[src/rtl/hsv_to_rgb_converter_defines.svh]
// ----------------------------------------------------------------------------
// hsv_to_rgb_converter_defines
// assertion macros shared by the converter rtl, clocked on clk, reset arst_n
// ----------------------------------------------------------------------------
`ifndef HSV_TO_RGB_CONVERTER_DEFINES_SVH
`define HSV_TO_RGB_CONVERTER_DEFINES_SVH

// same-cycle implication
`define HSV_ASSERT_NOW(label, ante, cons, msg) \
	label: assert property (@(posedge clk) disable iff (!arst_n) (ante) |-> (cons)) \
		else $error(msg);

// implication a fixed number of cycles later
`define HSV_ASSERT_LATER(label, ante, dly, cons, msg) \
	label: assert property (@(posedge clk) disable iff (!arst_n) (ante) |-> ##dly (cons)) \
		else $error(msg);

`endif

[src/rtl/hsv_pkg.sv]
// ----------------------------------------------------------------------------
// hsv_pkg
// shared types and constants of the hsv to rgb converter
// ----------------------------------------------------------------------------
`timescale 1ns / 1ps
`default_nettype none

package hsv_pkg;

	// width of the hue sector index
	localparam int SECTOR_W = 3;

	// hue sector, named by its (red, green, blue) ordering
	typedef enum logic [SECTOR_W-1:0] {
		SECT_VTP = 3'd0,
		SECT_QVP = 3'd1,
		SECT_PVT = 3'd2,
		SECT_PQV = 3'd3,
		SECT_TPV = 3'd4,
		SECT_VPQ = 3'd5
	} sector_t;

	// pipeline latency from accepted beat to result strobe
	localparam int LATENCY = 4;

endpackage

`default_nettype wire

[src/rtl/hsv_fxmul.sv]
// ----------------------------------------------------------------------------
// hsv_fxmul
// registered fixed-point multiply, product truncated by the fraction width
// ----------------------------------------------------------------------------
`timescale 1ns / 1ps
`default_nettype none

module hsv_fxmul #(
	parameter int A_W   = 17,
	parameter int B_W   = 17,
	parameter int FRAC  = 16,
	parameter int OUT_W = 17
) (
	input  wire logic             clk,
	input  wire logic [A_W-1:0]   a,
	input  wire logic [B_W-1:0]   b,
	output logic      [OUT_W-1:0] y
);

	logic [A_W+B_W-1:0] prod;
	logic [A_W+B_W-1:0] prod_shr;
	logic [OUT_W-1:0]   y_q;

	// full product, then drop the fraction bits
	assign prod     = a * b;
	assign prod_shr = prod >> FRAC;

	always_ff @(posedge clk) begin
		y_q <= prod_shr[OUT_W-1:0];
	end

	assign y = y_q;

endmodule

`default_nettype wire

[src/rtl/hsv_to_rgb_converter.sv]
// ----------------------------------------------------------------------------
// hsv_to_rgb_converter
// hsv plus alpha to rgb plus alpha, fixed point, four stage pipeline
// ----------------------------------------------------------------------------
//  channel  | dir | handshake       | payload
//  ---------+-----+-----------------+---------------------------------------
//  pixel in | in  | start / busy    | hue, saturation, brightness, opacity
//  pixel out| out | done (strobe)   | red, green, blue, alpha_out
//
//  a beat is taken at every edge with start high and busy low; busy stays low,
//  so one pixel enters per clock.
//  each result shows on done one cycle wide, after its beat has passed the
//  four register stages (clamp and sector, first multiplies, second
//  multiplies, sector select) in that order.
//  arst_n clears the valid bits only; in-flight pixels are dropped.
//  the receiver cannot stall, so the pipeline never holds.
// ----------------------------------------------------------------------------
`timescale 1ns / 1ps
`default_nettype none

`include "hsv_to_rgb_converter_defines.svh"

module hsv_to_rgb_converter #(
	parameter int FRAC_BITS = 16
) (
	input  wire logic                 clk,
	input  wire logic                 arst_n,
	input  wire logic                 start,
	output logic                      busy,
	input  wire logic [FRAC_BITS-1:0] hue,
	input  wire logic [FRAC_BITS:0]   saturation,
	input  wire logic [FRAC_BITS:0]   brightness,
	input  wire logic [FRAC_BITS:0]   opacity,
	output logic                      done,
	output logic      [FRAC_BITS:0]   red,
	output logic      [FRAC_BITS:0]   green,
	output logic      [FRAC_BITS:0]   blue,
	output logic      [FRAC_BITS:0]   alpha_out
);

	import hsv_pkg::*;

	localparam int FX_W = FRAC_BITS + 1;
	localparam logic [FRAC_BITS:0] ONE = {1'b1, {FRAC_BITS{1'b0}}};

	logic                       accept;
	logic [FRAC_BITS:0]         sat_clamp;
	logic [FRAC_BITS:0]         val_clamp;
	logic [FRAC_BITS+2:0]       h6;

	// stage 1
	logic                       vld_s1;
	logic [FRAC_BITS:0]         sat_s1;
	logic [FRAC_BITS:0]         sinv_s1;
	logic [FRAC_BITS:0]         val_s1;
	logic [FRAC_BITS:0]         alpha_s1;
	logic [FRAC_BITS-1:0]       f_s1;
	logic [FRAC_BITS:0]         finv_s1;
	sector_t                    sector_s1;
	logic                       grey_s1;

	// stage 2
	logic                       vld_s2;
	logic [FRAC_BITS:0]         sf_s2;
	logic [FRAC_BITS:0]         sfi_s2;
	logic [FRAC_BITS:0]         p_s2;
	logic [FRAC_BITS:0]         val_s2;
	logic [FRAC_BITS:0]         alpha_s2;
	sector_t                    sector_s2;
	logic                       grey_s2;
	logic [FRAC_BITS:0]         qfac;
	logic [FRAC_BITS:0]         tfac;

	// stage 3
	logic                       vld_s3;
	logic [FRAC_BITS:0]         q_s3;
	logic [FRAC_BITS:0]         t_s3;
	logic [FRAC_BITS:0]         p_s3;
	logic [FRAC_BITS:0]         val_s3;
	logic [FRAC_BITS:0]         alpha_s3;
	sector_t                    sector_s3;
	logic                       grey_s3;

	// stage 4
	logic                       vld_s4;
	logic [FRAC_BITS:0]         red_s4;
	logic [FRAC_BITS:0]         green_s4;
	logic [FRAC_BITS:0]         blue_s4;
	logic [FRAC_BITS:0]         alpha_s4;
	logic [FRAC_BITS:0]         red_nxt;
	logic [FRAC_BITS:0]         green_nxt;
	logic [FRAC_BITS:0]         blue_nxt;

	// the pipeline never stalls
	assign busy   = 1'b0;
	assign accept = start && !busy;

	// clamp to one and split hue*6 into sector and fraction
	assign sat_clamp = (saturation > ONE) ? ONE : saturation;
	assign val_clamp = (brightness > ONE) ? ONE : brightness;
	assign h6        = ({2'b00, hue, 1'b0}) + ({1'b0, hue, 2'b00});

	// valid bits
	always_ff @(posedge clk or negedge arst_n) begin
		if (!arst_n) begin
			vld_s1 <= 1'b0;
			vld_s2 <= 1'b0;
			vld_s3 <= 1'b0;
			vld_s4 <= 1'b0;
		end else begin
			vld_s1 <= accept;
			vld_s2 <= vld_s1;
			vld_s3 <= vld_s2;
			vld_s4 <= vld_s3;
		end
	end

	// stage 1 payload
	always_ff @(posedge clk) begin
		sat_s1    <= sat_clamp;
		sinv_s1   <= ONE - sat_clamp;
		val_s1    <= val_clamp;
		alpha_s1  <= opacity;
		f_s1      <= h6[FRAC_BITS-1:0];
		finv_s1   <= ONE - {1'b0, h6[FRAC_BITS-1:0]};
		sector_s1 <= sector_t'(h6[FRAC_BITS+2:FRAC_BITS]);
		grey_s1   <= (saturation == '0);
	end

	// stage 2 products: s*f, s*(1-f), v*(1-s)
	hsv_fxmul #(.A_W(FX_W), .B_W(FRAC_BITS), .FRAC(FRAC_BITS), .OUT_W(FX_W)) u_mul_sf (
		.clk (clk),
		.a   (sat_s1),
		.b   (f_s1),
		.y   (sf_s2)
	);

	hsv_fxmul #(.A_W(FX_W), .B_W(FX_W), .FRAC(FRAC_BITS), .OUT_W(FX_W)) u_mul_sfi (
		.clk (clk),
		.a   (sat_s1),
		.b   (finv_s1),
		.y   (sfi_s2)
	);

	hsv_fxmul #(.A_W(FX_W), .B_W(FX_W), .FRAC(FRAC_BITS), .OUT_W(FX_W)) u_mul_p (
		.clk (clk),
		.a   (val_s1),
		.b   (sinv_s1),
		.y   (p_s2)
	);

	always_ff @(posedge clk) begin
		val_s2    <= val_s1;
		alpha_s2  <= alpha_s1;
		sector_s2 <= sector_s1;
		grey_s2   <= grey_s1;
	end

	// stage 3 products: q = v*(1-s*f), t = v*(1-s*(1-f))
	assign qfac = ONE - sf_s2;
	assign tfac = ONE - sfi_s2;

	hsv_fxmul #(.A_W(FX_W), .B_W(FX_W), .FRAC(FRAC_BITS), .OUT_W(FX_W)) u_mul_q (
		.clk (clk),
		.a   (val_s2),
		.b   (qfac),
		.y   (q_s3)
	);

	hsv_fxmul #(.A_W(FX_W), .B_W(FX_W), .FRAC(FRAC_BITS), .OUT_W(FX_W)) u_mul_t (
		.clk (clk),
		.a   (val_s2),
		.b   (tfac),
		.y   (t_s3)
	);

	always_ff @(posedge clk) begin
		p_s3      <= p_s2;
		val_s3    <= val_s2;
		alpha_s3  <= alpha_s2;
		sector_s3 <= sector_s2;
		grey_s3   <= grey_s2;
	end

	// sector ordering, grey when saturation is zero
	always_comb begin
		red_nxt   = val_s3;
		green_nxt = val_s3;
		blue_nxt  = val_s3;
		if (!grey_s3) begin
			case (sector_s3)
				SECT_VTP: begin
					red_nxt   = val_s3;
					green_nxt = t_s3;
					blue_nxt  = p_s3;
				end
				SECT_QVP: begin
					red_nxt   = q_s3;
					green_nxt = val_s3;
					blue_nxt  = p_s3;
				end
				SECT_PVT: begin
					red_nxt   = p_s3;
					green_nxt = val_s3;
					blue_nxt  = t_s3;
				end
				SECT_PQV: begin
					red_nxt   = p_s3;
					green_nxt = q_s3;
					blue_nxt  = val_s3;
				end
				SECT_TPV: begin
					red_nxt   = t_s3;
					green_nxt = p_s3;
					blue_nxt  = val_s3;
				end
				default: begin
					red_nxt   = val_s3;
					green_nxt = p_s3;
					blue_nxt  = q_s3;
				end
			endcase
		end
	end

	// stage 4 output registers
	always_ff @(posedge clk) begin
		red_s4   <= red_nxt;
		green_s4 <= green_nxt;
		blue_s4  <= blue_nxt;
		alpha_s4 <= alpha_s3;
	end

	assign done      = vld_s4;
	assign red       = red_s4;
	assign green     = green_s4;
	assign blue      = blue_s4;
	assign alpha_out = alpha_s4;

	// every accepted beat comes out after the fixed latency
	`HSV_ASSERT_LATER(a_beat_out, accept, LATENCY, done, "accepted beat produced no result")

	// a zero-saturation pixel comes out grey
	`HSV_ASSERT_LATER(a_grey, accept && (saturation == '0), LATENCY, (red == green) && (green == blue), "grey pixel has unequal channels")

	// colour channels never exceed one
	`HSV_ASSERT_NOW(a_range, done, (red <= ONE) && (green <= ONE) && (blue <= ONE), "colour channel above one")

	// alpha travels unchanged
	`HSV_ASSERT_NOW(a_alpha, done, alpha_out == $past(opacity, LATENCY), "alpha changed in flight")

endmodule

`default_nettype wire

[config.mk]
export PLATFORM = sky130hd
export DESIGN_NAME = hsv_to_rgb_converter
export DESIGN_NICKNAME = d
export VERILOG_FILES = /design/src/rtl/hsv_pkg.sv /design/src/rtl/hsv_fxmul.sv /design/src/rtl/hsv_to_rgb_converter.sv
export VERILOG_INCLUDE_DIRS = /design/src /design/src/rtl
export SDC_FILE = /design/constraint.sdc
export NUM_CORES = 2
export LEC_CHECK = 0
export BUFFER_PORTS_ARGS = -buffer_cell sky130_fd_sc_hd__buf_2
export CORE_ASPECT_RATIO = 0.75
export CORE_MARGIN = 2
export CORE_UTILIZATION = 65
export CTS_BUF_LIST = sky130_fd_sc_hd__clkbuf_8
export CTS_CLUSTER_DIAMETER = 40
export DETAILED_ROUTE_END_ITERATION = 8
export PLACE_DENSITY = 0.82
export SLEW_MARGIN = 20
export SYNTH_ARGS = -nofsm -noshare
export SYNTH_HDL_FRONTEND = slang
export SYNTH_HIERARCHICAL = 1
export SYNTH_SLANG_ARGS = --single-unit
[constraint.sdc]
create_clock -name clk -period 8.65 [get_ports clk]
set_clock_uncertainty 0.1 [all_clocks]
set_input_delay 0 -clock clk [delete_from_list [all_inputs] [get_ports clk]]
set_output_delay 0 -clock clk [all_outputs]
set_load 0.005 [all_outputs]
# Yosys cells after proc, flatten, opt, wreduce, memory -nomap -nowiden

Cells that the tools add are included.

Register bits after elaboration: 355
Input bits: 70
Bits in latches: 0
Bits in read-only memories: 0
Memories kept: 0
Memory bits (writable): 0
Logic and storage cells: 59

Mux-type cells: 7
$add $sub $neg: 5
Multiply operators: 5
Bitwise logic cells: 0
Shift-type cells: 0
Order comparisons: 2
Eq/ne operators: 4
Reductions and logical operators: 6
Div/mod/pow operators: 0

Operators by type and width:

| kind                                                                  | number |
|---|---|
| 17-bit case mux with 3 select lines                                   | 3 |
| 17-bit by 17-bit multiplier with 33-bit output                        | 4 |
| 17-bit 2-to-1 mux                                                     | 4 |
| 17-bit subtractor (first input constant)                              | 3 |
| 17-bit > comparator (second input constant)                           | 2 |
| 17-bit by 16-bit multiplier with 33-bit output                        | 1 |
| 17-bit by 18-bit adder with 19-bit output                             | 1 |
| 17-bit zero test                                                      | 1 |
| 17-bit by 16-bit subtractor with 17-bit output (first input constant) | 1 |
| 2-bit OR reduction                                                    | 4 |
| 3-bit by 2-bit == test with 1-bit output (second input constant)      | 2 |
| 3-bit by 1-bit == test with 1-bit output (second input constant)      | 1 |
| 3-bit == test (second input constant)                                 | 1 |
| 3-bit zero test                                                       | 1 |

# Longest topological paths before layout

Depth after elaboration: 4
Gate-level depth with buffers: 28

# By module

The synthesis kept the hierarchy.

Modules (own cells, without submodules):

| module                 | seq. area each (um2) | instances | area each (um2) | cells each |
|---|---|---|---|---|
| hsv_fxmul at u_mul_p   | 340.3                | 1         | 9733.1          | 1122 |
| hsv_fxmul at u_mul_sfi | 340.3                | 1         | 9655.5          | 1092 |
| hsv_fxmul at u_mul_q   | 340.3                | 1         | 9517.9          | 1068 |
| hsv_to_rgb_converter   | 5345.1               | 1         | 9459.1          | 883 |
| hsv_fxmul at u_mul_t   | 340.3                | 1         | 9336.5          | 1036 |
| hsv_fxmul at u_mul_sf  | 340.3                | 1         | 9262.6          | 1041 |

# Worst setup path before layout

Ideal clock, no wire load.

Path type: flip-flop to flip-flop
From: register u_mul_sfi.y_q[8], in the netlist u_mul_sfi/y[8]
To: register u_mul_t.y_q[13], in the netlist u_mul_t/y[13]
Slack: 1.782 ns
Stages on the path, launching flop included: 25
Required time: 8.432 ns
Arrival time: 6.649 ns
Path through: dfxtp_1 or4_1 or3_1 nor4_1 xnor2_1 clkbuf_1 nand2_1 fa_1 fa_1 inv_1 fa_1 fa_1 fa_1 inv_1 fa_1 inv_1 ha_1 buf_6 a21oi_2 o211ai_1 a221oi_2 o311a_1 o21ai_1 o41a_1 xor2_1

Longest elaborated chain between the ends: 2

RTL lines:

| element                                        | RTL line                    | source |
|---|---|---|
| from (decl)                                    | hsv_fxmul.sv:22             | `logic [OUT_W-1:0] y_q;` |
| from (signal assigned)                         | hsv_fxmul.sv:29             | `y_q <= prod_shr[OUT_W-1:0];` |
| 17-bit subtractor                              | hsv_to_rgb_converter.sv:161 | `assign tfac = ONE - sfi_s2;` |
| net tfac[14]                                   | hsv_to_rgb_converter.sv:72  | `logic [FRAC_BITS:0] tfac;` |
| 17-bit by 17-bit multiplier with 33-bit output | hsv_fxmul.sv:25             | `assign prod = a * b;` |
| net u_mul_t.prod[29]                           | hsv_fxmul.sv:20             | `logic [A_W+B_W-1:0] prod;` |
| to (signal assigned)                           | hsv_fxmul.sv:29             |  |
| to (decl)                                      | hsv_fxmul.sv:22             |  |

The timed path passes the listed nets, and every way through them passes these cells.
A chain may end at the register's enable or synchronous reset.

# Worst setup path in the final report

From: register u_mul_sfi.y_q[0], in the netlist u_mul_sfi/y[0]
To: register u_mul_t.y_q[13], in the netlist u_mul_t/y[13]

Same word-level chain as after synthesis.

==> results.sh <==
export IMPL_num_rows=93
export IMPL_first_global_vias=47716
export IMPL_initial_core_util=0.660
export IMPL_use_met1=0.465
export IMPL_ys_seq_area_frac=0.124
export IMPL_drc=0
export IMPL_fmax_ghz=0.132
export IMPL_post_route_min_period_ns=7.60
export IMPL_grt_max_degree=73
export IMPL_cp_arrival_ns=8.12
export IMPL_met2_usage=0.533
export IMPL_cts_max_level=2
export IMPL_hold_viol=0
export IMPL_regToRegStartpoint="u_mul_sfi/y[0]"
export IMPL_synth_ff_type="dfxtp_1"
export IMPL_syn_area_per_cell_sq_um=9.13
export IMPL_totalWireLength_um=152000
export IMPL_place_area_sq_um=58700
export IMPL_finalSetupTns_ns=0
export IMPL_cts_tree="built"
export IMPL_wire_per_inst_um=19.9
export IMPL_endpoint="u_mul_t/y[13]"
export IMPL_syn_cell_area_sq_um=57000
export IMPL_post_cts_buffers=0
export IMPL_grtUsageMet3=0.109
export IMPL_overflow=0
export IMPL_fin_nets=8125
export IMPL_io_buffers=138
export IMPL_dp_hpwl_um=115000
export IMPL_setup_viol=0
export IMPL_ys_ff_latch=351
export IMPL_drtIter0Drc=3794
export IMPL_synthCells=6242
export IMPL_fin_crit_sh=0.879
export IMPL_clkSinkCount=351
export IMPL_final_area_sq_um=61500
export IMPL_coreArea_sq_um=86300
export IMPL_cts_buffers=60
export IMPL_synth_distinct_cells=109
export IMPL_clkTransAtPathRegs_ns=0.06
export IMPL_cp_end_kind="flip-flop"
export IMPL_worstMarginPinSlew_ns=1.11
export IMPL_synth_edf_count=0
export IMPL_clk_path_buf_depth=3
export IMPL_ant_nets=0
export IMPL_clk_latency_ns=0.76
export IMPL_final_cell_mix="inv_1, fa_1, nand2_1"
export IMPL_syn2layout_area_growth_pct=7.98
export IMPL_clockRootBuffer="clkbuf_8"
export IMPL_worstPathMaxFanout=19
export IMPL_fp_dieW_um=346
export IMPL_crit_start="u_mul_sfi/y[0]"
export IMPL_grt_first_pass_wirelength_um=247000
export IMPL_cp_start_kind="flip-flop"
export IMPL_top_usage_layer="met2"
export IMPL_ff2ff_setup_slack_ns=1.05
export IMPL_ctsResizeCount=0
export IMPL_rsz0062_at_grt="false"
export IMPL_holdBufCountCts=141
export IMPL_num_fill_cells=6330
export IMPL_pin_count=140
export IMPL_crit_type="reg -> reg"
export IMPL_ys_warn_count=6
export IMPL_synthArstFlopShare=0.0114
export IMPL_dp_cells=7369
export IMPL_die_area_sq_um=90000
export IMPL_drive_above_1_share=0.0630
export IMPL_crit_required_ns=9.17
export IMPL_drt_first_pass_iters=5
export IMPL_antenna_found_initial=4
export IMPL_stdcell_count=7625
export IMPL_finalWeightedCongestion=0.964
export IMPL_dieHeight_um=260
export IMPL_hold_class="in -> reg"
export IMPL_grt_util_all_layers=0.346
export IMPL_status="completed"
export IMPL_reg2regPathDepth=23
export IMPL_num_vias=43993
export IMPL_final_common_cell="inv_1"
export IMPL_drv_slew=0
export IMPL_maxCapViolations=0
export IMPL_slew_headroom=0.260
export IMPL_r2r_end="u_mul_t/y[13]"
export IMPL_routed_via_density=5.77
==> synth_stat cells, types with 21 or more instances <==
cell      count  share of area
xor2_1       51         0.0078
nor2_1      135         0.0089
o22a_1       35         0.0054
o21ai_0      86         0.0076
ha_1        531           0.12
fa_1       1092           0.38
nor2b_1      41         0.0045
clkbuf_1    201          0.013
nand3_1      32         0.0028
a22oi_1      21         0.0028
nor3_1       44         0.0039
mux2i_1      71          0.012
and2_1      618          0.068
inv_1      1299          0.086
o211ai_1     21         0.0028
a21oi_1     178          0.016
a21o_1       27         0.0036
dfxtp_1     347           0.12
nand4_1      31         0.0034
xnor2_1     113          0.017
nand2_1     932          0.061
==> flip-flops by register name, indices dropped and copies added (netlist names), 16 cells and up <==
signal       flops
green           17
alpha_s1        17
alpha_s3        17
val_s2          17
val_s1          17
alpha_out       17
sat_s1          16
p_s3            17
blue            17
u_mul_t/y       17
alpha_s2        17
sinv_s1         17
u_mul_q/y       17
red             17
u_mul_sf/y      17
u_mul_p/y       17
u_mul_sfi/y     17
val_s3          17
==> worst min path at each step <==
stage,cells past startpoint,end,startpoint,slack (ns)
after floorplan,0,done,arst_n,-0.40
after global routing,3,sat_s1[13],saturation[13],0.05
after CTS,3,sat_s1[13],saturation[13],0.003
after detailed placement,1,vld_s3,arst_n,-0.29
final,3,sat_s1[11],saturation[11],0.06
after global placement,1,done,arst_n,-0.30
==> cell families (layout without fill, tap and decap cells) <==
group                    count (synthesis)  count (layout)  share of synthesized area
flip-flops                             351             351                      0.124
buffers and inverters                 1531            1754                      0.102
XOR/XNOR                               165             165                     0.0255
multiplexers                            71              71                     0.0125
AND/OR/NAND/NOR                       1947            1947                      0.168
adder cells (fa/ha/maj)               1623            1623                      0.500
AO/OA/AOI/OAI                          553             553                     0.0681
other                                    1              21                  0.0000658
==> metrics by stage <==
stage                     hold WS (ns)   util  setup slack (ns)
after floorplan                 -0.396      -              1.78
after global placement          -0.296  0.680              1.24
after detailed placement        -0.290  0.680             0.995
after CTS                      0.00260  0.712             0.962
after global routing            0.0529  0.712             0.683
final                           0.0647  0.712              1.05
==> final cells by class <==
| type | instances | area (sq um) | share of cell area |
|---|---|---|---|
| antenna | 6 | 15.0 | 0.000244 |
| clock buffer | 68 | 936 | 0.0152 |
| timing repair buffer | 345 | 2600 | 0.0422 |
| clock inverter | 41 | 399 | 0.00649 |
| sequential | 351 | 7060 | 0.115 |
| multi-input combinational | 4374 | 44200 | 0.718 |
| inverter | 1300 | 4880 | 0.0793 |
| tap | 1140 | 1430 | 0.0232 |
==> layer usage <==
| metal | routed length, um | vias up |
|---|---|---|
| met5 | 0 | - |
| met4 | 5540 | 0 |
| met3 | 18000 | 388 |
| met2 | 66700 | 2354 |
| met1 | 61700 | 21886 |
| li1 | - | 19365 |
==> critical path, stage by stage, from the launching register on <==
cell	delay, ns
dfxtp_1	0.76
inv_1	0.10
ha_1	0.27
nand2_1	0.17
or3_1	0.22
and2_1	0.64
nand2_1	0.16
fa_1	0.53
inv_1	0.06
fa_1	0.51
inv_1	0.06
fa_1	0.53
inv_1	0.05
fa_1	0.38
fa_1	0.55
fa_1	0.43
ha_1	0.37
a21oi_2	0.20
o211ai_1	0.13
a221oi_2	0.32
o311a_1	0.33
o21ai_1	0.14
o41a_1	0.34
xor2_1	0.14
Power is left out: the tool's default activity adds up to more than one toggle a clock period on the data nets, which glitch-free logic cannot reach.
